File: config.mk
export PLATFORM = sky130hd
export DESIGN_NAME = signed_int_to_decimal_ascii
export DESIGN_NICKNAME = d
export VERILOG_FILES = /design/src/sitda_pkg.sv /design/src/signed_int_to_decimal_ascii.sv
export SDC_FILE = /design/constraint.sdc
export NUM_CORES = 1
export LEC_CHECK = 0
export ABC_CLOCK_PERIOD_IN_PS = 3020
export BUFFER_PORTS_ARGS = -buffer_cell sky130_fd_sc_hd__buf_2
export CORE_MARGIN = 1.5
export CORE_UTILIZATION = 54
export CTS_CLUSTER_DIAMETER = 200
export DETAILED_ROUTE_END_ITERATION = 10
export PLACE_DENSITY = 0.84
export SKIP_LAST_GASP = 1
export SLEW_MARGIN = 10
export SYNTH_ARGS = -nofsm -noshare
export SYNTH_HDL_FRONTEND = slang
export SYNTH_SLANG_ARGS = --single-unit
export TNS_END_PERCENT = 50
File: constraint.sdc
create_clock -name clk -period 3.02 [get_ports clk]
set_clock_uncertainty 0.2 [all_clocks]
set_input_delay 0.604 -clock clk [delete_from_list [all_inputs] [get_ports clk]]
set_output_delay 0.604 -clock clk [all_outputs]
set_load 0.1 [all_outputs]
File: src/sitda_pkg.sv
package sitda_pkg;

    localparam int unsigned VALUE_W  = 32;
    localparam int unsigned CHAR_W   = 8;
    localparam int unsigned NDIGITS  = 10;
    localparam int unsigned BCD_W    = 4 * NDIGITS;
    localparam int unsigned DIGIT_IW = 4;
    localparam int unsigned CNT_W    = 5;

    localparam logic [CHAR_W-1:0] CHAR_ZERO  = 8'd48;
    localparam logic [CHAR_W-1:0] CHAR_MINUS = 8'd45;

    typedef logic [BCD_W-1:0] bcd_t;

    // Add three to every BCD digit of five or more, ahead of the shift.
    function automatic bcd_t bcd_adjust(input bcd_t x);
        bcd_t r;
        logic [3:0] d;
        r = x;
        for (int i = 0; i < NDIGITS; i++)
        begin
            d = x[4*i +: 4];
            r[4*i +: 4] = (d >= 4'd5) ? d + 4'd3 : d;
        end
        return r;
    endfunction

    // Index of the most significant nonzero digit; zero gives index 0.
    function automatic logic [DIGIT_IW-1:0] top_digit(input bcd_t x);
        logic [DIGIT_IW-1:0] r;
        r = '0;
        for (int i = 0; i < NDIGITS; i++)
        begin
            if (x[4*i +: 4] != 4'd0)
            begin
                r = DIGIT_IW'(i);
            end
        end
        return r;
    endfunction

endpackage

File: src/signed_int_to_decimal_ascii.sv
// Signed 32-bit integer to decimal ASCII text.
//
// Input channel: value with in_valid / in_stall. A transfer takes place at a
// rising edge with in_valid high and in_stall low. in_stall is high while a
// number is being converted or its characters are being emitted.
// Output channel: out_char and is_last with out_valid / out_stall. One
// transfer per character, most significant first; a negative number starts
// with '-'. is_last marks the final digit.
//
// The magnitude goes through a shift-and-add-3 BCD converter that does one
// bit per cycle, then a scan state finds the leading digit, and the
// characters follow at one per cycle when the receiver takes them at once.
// An item has 1 to 11 characters. in_stall stays high through conversion,
// scan and emission, so the next input transfer waits until the item's last
// character has been loaded into the output register.
//
// While out_stall is high the character in the output register holds and
// emission waits. A new input is taken as soon as the last character sits in
// the output register, even if it is still stalled there.
// Reset empties the output register and returns the sequencer to idle.
module signed_int_to_decimal_ascii
(
    input  logic                          clk,
    input  logic                          rst_n,
    input  logic signed [sitda_pkg::VALUE_W-1:0] value,
    input  logic                          in_valid,
    output logic                          in_stall,
    output logic [sitda_pkg::CHAR_W-1:0]  out_char,
    output logic                          is_last,
    output logic                          out_valid,
    input  logic                          out_stall
);
    import sitda_pkg::*;

    localparam logic [1:0] ST_IDLE = 2'd0;
    localparam logic [1:0] ST_CONV = 2'd1;
    localparam logic [1:0] ST_SCAN = 2'd2;
    localparam logic [1:0] ST_EMIT = 2'd3;

    localparam logic [CNT_W-1:0] CNT_LAST = CNT_W'(VALUE_W - 1);

    logic [1:0]              state_reg, state_next;
    logic [CNT_W-1:0]        cnt_reg, cnt_next;
    logic [VALUE_W-1:0]      bin_reg, bin_next;
    bcd_t                    bcd_reg, bcd_next;
    logic                    sign_reg, sign_next;
    logic [DIGIT_IW-1:0]     idx_reg, idx_next;
    logic                    out_valid_reg, out_valid_next;
    logic [CHAR_W-1:0]       out_char_reg, out_char_next;
    logic                    is_last_reg, is_last_next;

    logic                    in_xfer;
    logic                    out_free;
    bcd_t                    bcd_adj;
    logic [3:0]              digit;

    assign in_stall  = (state_reg != ST_IDLE);
    assign in_xfer   = in_valid && !in_stall;
    assign out_free  = !out_valid_reg || !out_stall;
    assign out_valid = out_valid_reg;
    assign out_char  = out_char_reg;
    assign is_last   = is_last_reg;

    assign bcd_adj = bcd_adjust(bcd_reg);
    assign digit   = bcd_reg[4*idx_reg +: 4];

    always_comb
    begin
        state_next     = state_reg;
        cnt_next       = cnt_reg;
        bin_next       = bin_reg;
        bcd_next       = bcd_reg;
        sign_next      = sign_reg;
        idx_next       = idx_reg;
        out_valid_next = out_valid_reg;
        out_char_next  = out_char_reg;
        is_last_next   = is_last_reg;

        // Drop the held character once the receiver takes it.
        if (out_valid_reg && !out_stall)
        begin
            out_valid_next = 1'b0;
        end

        unique case (state_reg)
            ST_IDLE:
            begin
                if (in_xfer)
                begin
                    sign_next  = value[VALUE_W-1];
                    bin_next   = value[VALUE_W-1] ? (VALUE_W'(0) - VALUE_W'(value))
                                                  : VALUE_W'(value);
                    bcd_next   = '0;
                    cnt_next   = '0;
                    state_next = ST_CONV;
                end
            end
            ST_CONV:
            begin
                // Adjust, then shift the next magnitude bit into the BCD word.
                bcd_next = {bcd_adj[BCD_W-2:0], bin_reg[VALUE_W-1]};
                bin_next = {bin_reg[VALUE_W-2:0], 1'b0};
                cnt_next = cnt_reg + CNT_W'(1);
                if (cnt_reg == CNT_LAST)
                begin
                    state_next = ST_SCAN;
                end
            end
            ST_SCAN:
            begin
                idx_next   = top_digit(bcd_reg);
                state_next = ST_EMIT;
            end
            ST_EMIT:
            begin
                if (out_free)
                begin
                    out_valid_next = 1'b1;
                    if (sign_reg)
                    begin
                        out_char_next = CHAR_MINUS;
                        is_last_next  = 1'b0;
                        sign_next     = 1'b0;
                    end
                    else
                    begin
                        out_char_next = CHAR_ZERO + CHAR_W'(digit);
                        is_last_next  = (idx_reg == '0);
                        if (idx_reg == '0)
                        begin
                            state_next = ST_IDLE;
                        end
                        else
                        begin
                            idx_next = idx_reg - DIGIT_IW'(1);
                        end
                    end
                end
            end
            default:
            begin
                state_next = ST_IDLE;
            end
        endcase
    end

    always_ff @(posedge clk or negedge rst_n)
    begin
        if (!rst_n)
        begin
            state_reg     <= ST_IDLE;
            out_valid_reg <= 1'b0;
        end
        else
        begin
            state_reg     <= state_next;
            out_valid_reg <= out_valid_next;
        end
    end

    always_ff @(posedge clk)
    begin
        cnt_reg      <= cnt_next;
        bin_reg      <= bin_next;
        bcd_reg      <= bcd_next;
        sign_reg     <= sign_next;
        idx_reg      <= idx_next;
        out_char_reg <= out_char_next;
        is_last_reg  <= is_last_next;
    end

    // An accepted input always starts a fresh conversion pass.
    a_start: assert property (@(posedge clk) disable iff (!rst_n)
        in_xfer |=> (state_reg == ST_CONV) && (cnt_reg == '0))
        else $error("conversion did not start after input transfer");

    // A minus sign is never the final character.
    a_minus: assert property (@(posedge clk) disable iff (!rst_n)
        (out_valid_reg && out_char_reg == CHAR_MINUS) |-> !is_last_reg)
        else $error("minus sign flagged as last character");

    // The digit pointer stays inside the BCD word while emitting.
    a_idx: assert property (@(posedge clk) disable iff (!rst_n)
        (state_reg == ST_EMIT) |-> (idx_reg < DIGIT_IW'(NDIGITS)))
        else $error("digit index out of range");

    // Leaving emission means the last digit was just loaded.
    a_done: assert property (@(posedge clk) disable iff (!rst_n)
        (state_reg == ST_EMIT && state_next == ST_IDLE) |=>
            (out_valid_reg && is_last_reg))
        else $error("emission ended without a last character");

endmodule
==> impl_metrics.env <==
export IMPL_die_x_um=108.9
export IMPL_ios=47
export IMPL_gr_usage_all_layers=0.2276
export IMPL_routedWlPerCell_um=16.24
export IMPL_synth_warnings=0
export IMPL_critPathKind="input port to register"
export IMPL_start_util=0.5565
export IMPL_holdPathEnd="out_valid"
export IMPL_cp_start_kind="input port"
export IMPL_detail_route_iter0_violations=290
export IMPL_dp_hpwl_mm=9.030
export IMPL_nets=689
export IMPL_worst_r2r_startpoint="idx_reg[1]"
export IMPL_core_mm2=0.01089
export IMPL_synth_top_cell_by_area="edfxtp_1"
export IMPL_vias_per_cell=6.092
export IMPL_grt_pass1_vias=4523
export IMPL_worst_slew_pin_slew_ns=0.5484
export IMPL_numPortBuffers=43
export IMPL_pre_cts_ws_ns=0.1171
export IMPL_gp_congestion=0.8574
export IMPL_synth_top_area_share=0.4361
export IMPL_hold_depth=3
export IMPL_r2r_slack_ns=0.49
export IMPL_clockPowerShare=0.104
export IMPL_cp_max_fo=8
export IMPL_ant_nets=0
export IMPL_final_hold_viol_count=0
export IMPL_num_fill_cells=871
export IMPL_r2r_end="state_reg[1]"
export IMPL_clock_sink_count=91
export IMPL_switchingPower_w=0.002947
export IMPL_drc=0
export IMPL_clockBufferDepth=2
export IMPL_totalWireLength_mm=12.51
export IMPL_power_density_mw_per_mm2=1053
export IMPL_drv_cap=0
export IMPL_async_reset_ff_frac=0.03297
export IMPL_max_freq_mhz=392.9
export IMPL_drive_gt1_frac=0.1444
export IMPL_dieArea_mm2=0.01187
export IMPL_min_period_over_period=0.8429
export IMPL_rsz0062_at_grt="false"
export IMPL_synth_edff_count=88
export IMPL_combPwrFrac=0.483
export IMPL_p_seq_frac=0.413
export IMPL_vias=4691
export IMPL_maxSlewHeadroom=0.6293
export IMPL_antenna_cells=0
export IMPL_cts_htree_levels=3
export IMPL_path_clk_slew_ns=0.09
export IMPL_synthDistinctLibCells=56
export IMPL_cts_root_buf="clkbuf_8"
export IMPL_yosysSeqAreaShare=0.4485
export IMPL_fp_dieH_um=108.9
export IMPL_setup_slack_ns=0.4745
export IMPL_tns_ns=0
export IMPL_placed_area_mm2=0.006436
export IMPL_fin_area_mm2=0.006609
export IMPL_status="completed"
export IMPL_sw_frac_of_total=0.4236
export IMPL_p_int_w=0.004011
export IMPL_cts_hold_buf=1
export IMPL_grt_max_degree=68
export IMPL_ir_drop_mv=0.8015
export IMPL_grt_pass1_wl_mm=21.15
export IMPL_netlist_area_mm2=0.006060
export IMPL_fin_crit_ns=2.546
export IMPL_avgSynthCellArea_um2=10.22
export IMPL_area_growth_pct=9.065
export IMPL_drt_pass1_iter_count=5
export IMPL_synth_seq_cells=91
export IMPL_overflow=0
export IMPL_ys_flop_type="edfxtp_1"
export IMPL_arrival_ns=2.52
export IMPL_required_ns=3.00
export IMPL_insertion_delay_ns=0.37
export IMPL_rows=38
export IMPL_rr_worst_depth=6
export IMPL_cts_resized=0
export IMPL_final_setup_viol_count=0
export IMPL_largest_register_ffs=40
export IMPL_cts_buffers=9
export IMPL_hp_start="out_stall"
export IMPL_grt_antenna_before_repair=0
export IMPL_hold_path_class="input port to register"
export IMPL_cts_tree="done"
export IMPL_p_leak_nw=2.532
export IMPL_cts_setup_buffers=0
export IMPL_synth_area_top_cells="edfxtp_1, ha_1, xnor2_1"
export IMPL_synthCells=593
export IMPL_crit_path_end_kind="register"
export IMPL_maxSlewViolCount=0
synth_stat cells, types with 3 or more instances:
cell,instances
nor3b_1,19
edfxtp_1,88
mux4_2,8
nand4b_1,4
nor4_1,4
o21ai_0,33
a21oi_1,20
buf_4,3
o211a_1,10
nor4b_1,4
nand3_1,16
or4_1,12
and2_1,16
o31ai_1,7
inv_1,34
dfrtp_1,3
clkbuf_1,30
nand4_1,3
or3_1,7
nand2_1,49
mux2_2,6
xor2_1,9
nor2b_1,6
and3_1,11
or2_2,3
nand2b_1,17
a21boi_0,10
xnor2_1,26
ha_1,28
nor3_1,24
nor2_1,23
mux2i_1,8
o41ai_1,7
o22ai_1,3
a2111o_1,3
a21o_1,10
cell type report:
| class | count | area (µm²) | area share |
|---|---|---|---|
| multi-input combinational | 431 | 3078 | 0.4657 |
| sequential | 91 | 2718 | 0.4112 |
| timing repair buffer | 56 | 340.3 | 0.05150 |
| tap | 140 | 175.2 | 0.02651 |
| inverter | 36 | 135.1 | 0.02045 |
| clock buffer | 11 | 131.4 | 0.01988 |
| clock inverter | 5 | 31.28 | 0.004733 |
power by group through the flow:
stage	Clock [W]	Combinational (W)	Sequential, W
floorplan	0	0.00242	0.00294
global placement	0	0.00318	0.00285
detailed placement	0	0.00335	0.00290
CTS	0.000738	0.00337	0.00287
global route	0.000790	0.00375	0.00296
finish	0.000724	0.00336	0.00287
through the flow:
step             util  instances  total power [W]  hold slack (ns)
2_1_floorplan       -        594         0.005369           0.1084
3_3_place_gp   0.5911        753         0.006028           0.2006
3_5_place_dp   0.5911        753         0.006246           0.2072
4_1_cts        0.6070        770         0.006981           0.2882
5_1_grt        0.6070        770         0.007495           0.3009
6_report       0.6070        770         0.006958           0.2986
routing by layer:
metal  vias up  GRT usage  share of wire
met2       186     0.3844           0.51
met1      2222     0.2899           0.41
met3        20    0.03885          0.063
met4         0    0.09305          0.017
met5         -          0              0
li1       2263          -              -
worst max-delay path by stage:
stage / end / slack, ns / cells after the start / start
6_report: bin_reg[23] / 0.47 / 5 / value[18]
5_1_grt: state_reg[1] / 0.33 / 6 / idx_reg[1]
4_1_cts: bin_reg[22] / 0.50 / 5 / value[18]
3_5_place_dp: bin_reg[22] / 0.12 / 5 / value[18]
3_3_place_gp: bin_reg[29] / 0.16 / 5 / value[18]
2_1_floorplan: bcd_reg[0] / 0.25 / 6 / state_reg[1]
placed cells by master, fill, tap and decap left out, drive strengths merged, types with 4 or more instances in the layout:
cell type,synthesis,routed
and3,11,11
nand2b,17,17
o311ai,4,4
nor2b,6,6
clkinv,2,6
a21o,10,10
xor2,9,9
nor3b,19,19
or2,4,4
nand3,16,16
a21boi,10,10
o21ai,33,33
nor4,4,4
o211a,10,10
nand2,49,49
edfxtp,88,88
nand4b,4,4
o41ai,7,7
ha,28,28
clkbuf,30,11
mux2i,8,8
o31ai,7,7
nor3,24,24
xnor2,26,26
inv,34,34
mux2,6,6
mux4,8,8
buf,6,55
or3,7,7
or4,13,13
a21oi,20,20
nor2,23,23
and2,16,16
nor4b,4,4
critical path, cell delays in order:
cell	delay [ns]
buf_2	0.12
or4_1	0.66
or3_1	0.44
or4_1	0.43
o311ai_1	0.26
cells by family (layout without fill, tap and decap cells):
kind of cell / count (synthesis) / in the layout / synth area share
buffers and inverters: 72 / 108 / 0.04687
flip-flops: 91 / 91 / 0.4485
XOR/XNOR: 35 / 35 / 0.05059
AO/OA/AOI/OAI: 118 / 118 / 0.1340
other: 2 / 3 / 0.001239
AND/OR/NAND/NOR: 225 / 225 / 0.2069
adder cells (fa/ha/maj): 28 / 28 / 0.05782
multiplexers: 22 / 22 / 0.05410
No activity file was read; power rests on OpenSTA's default activity.
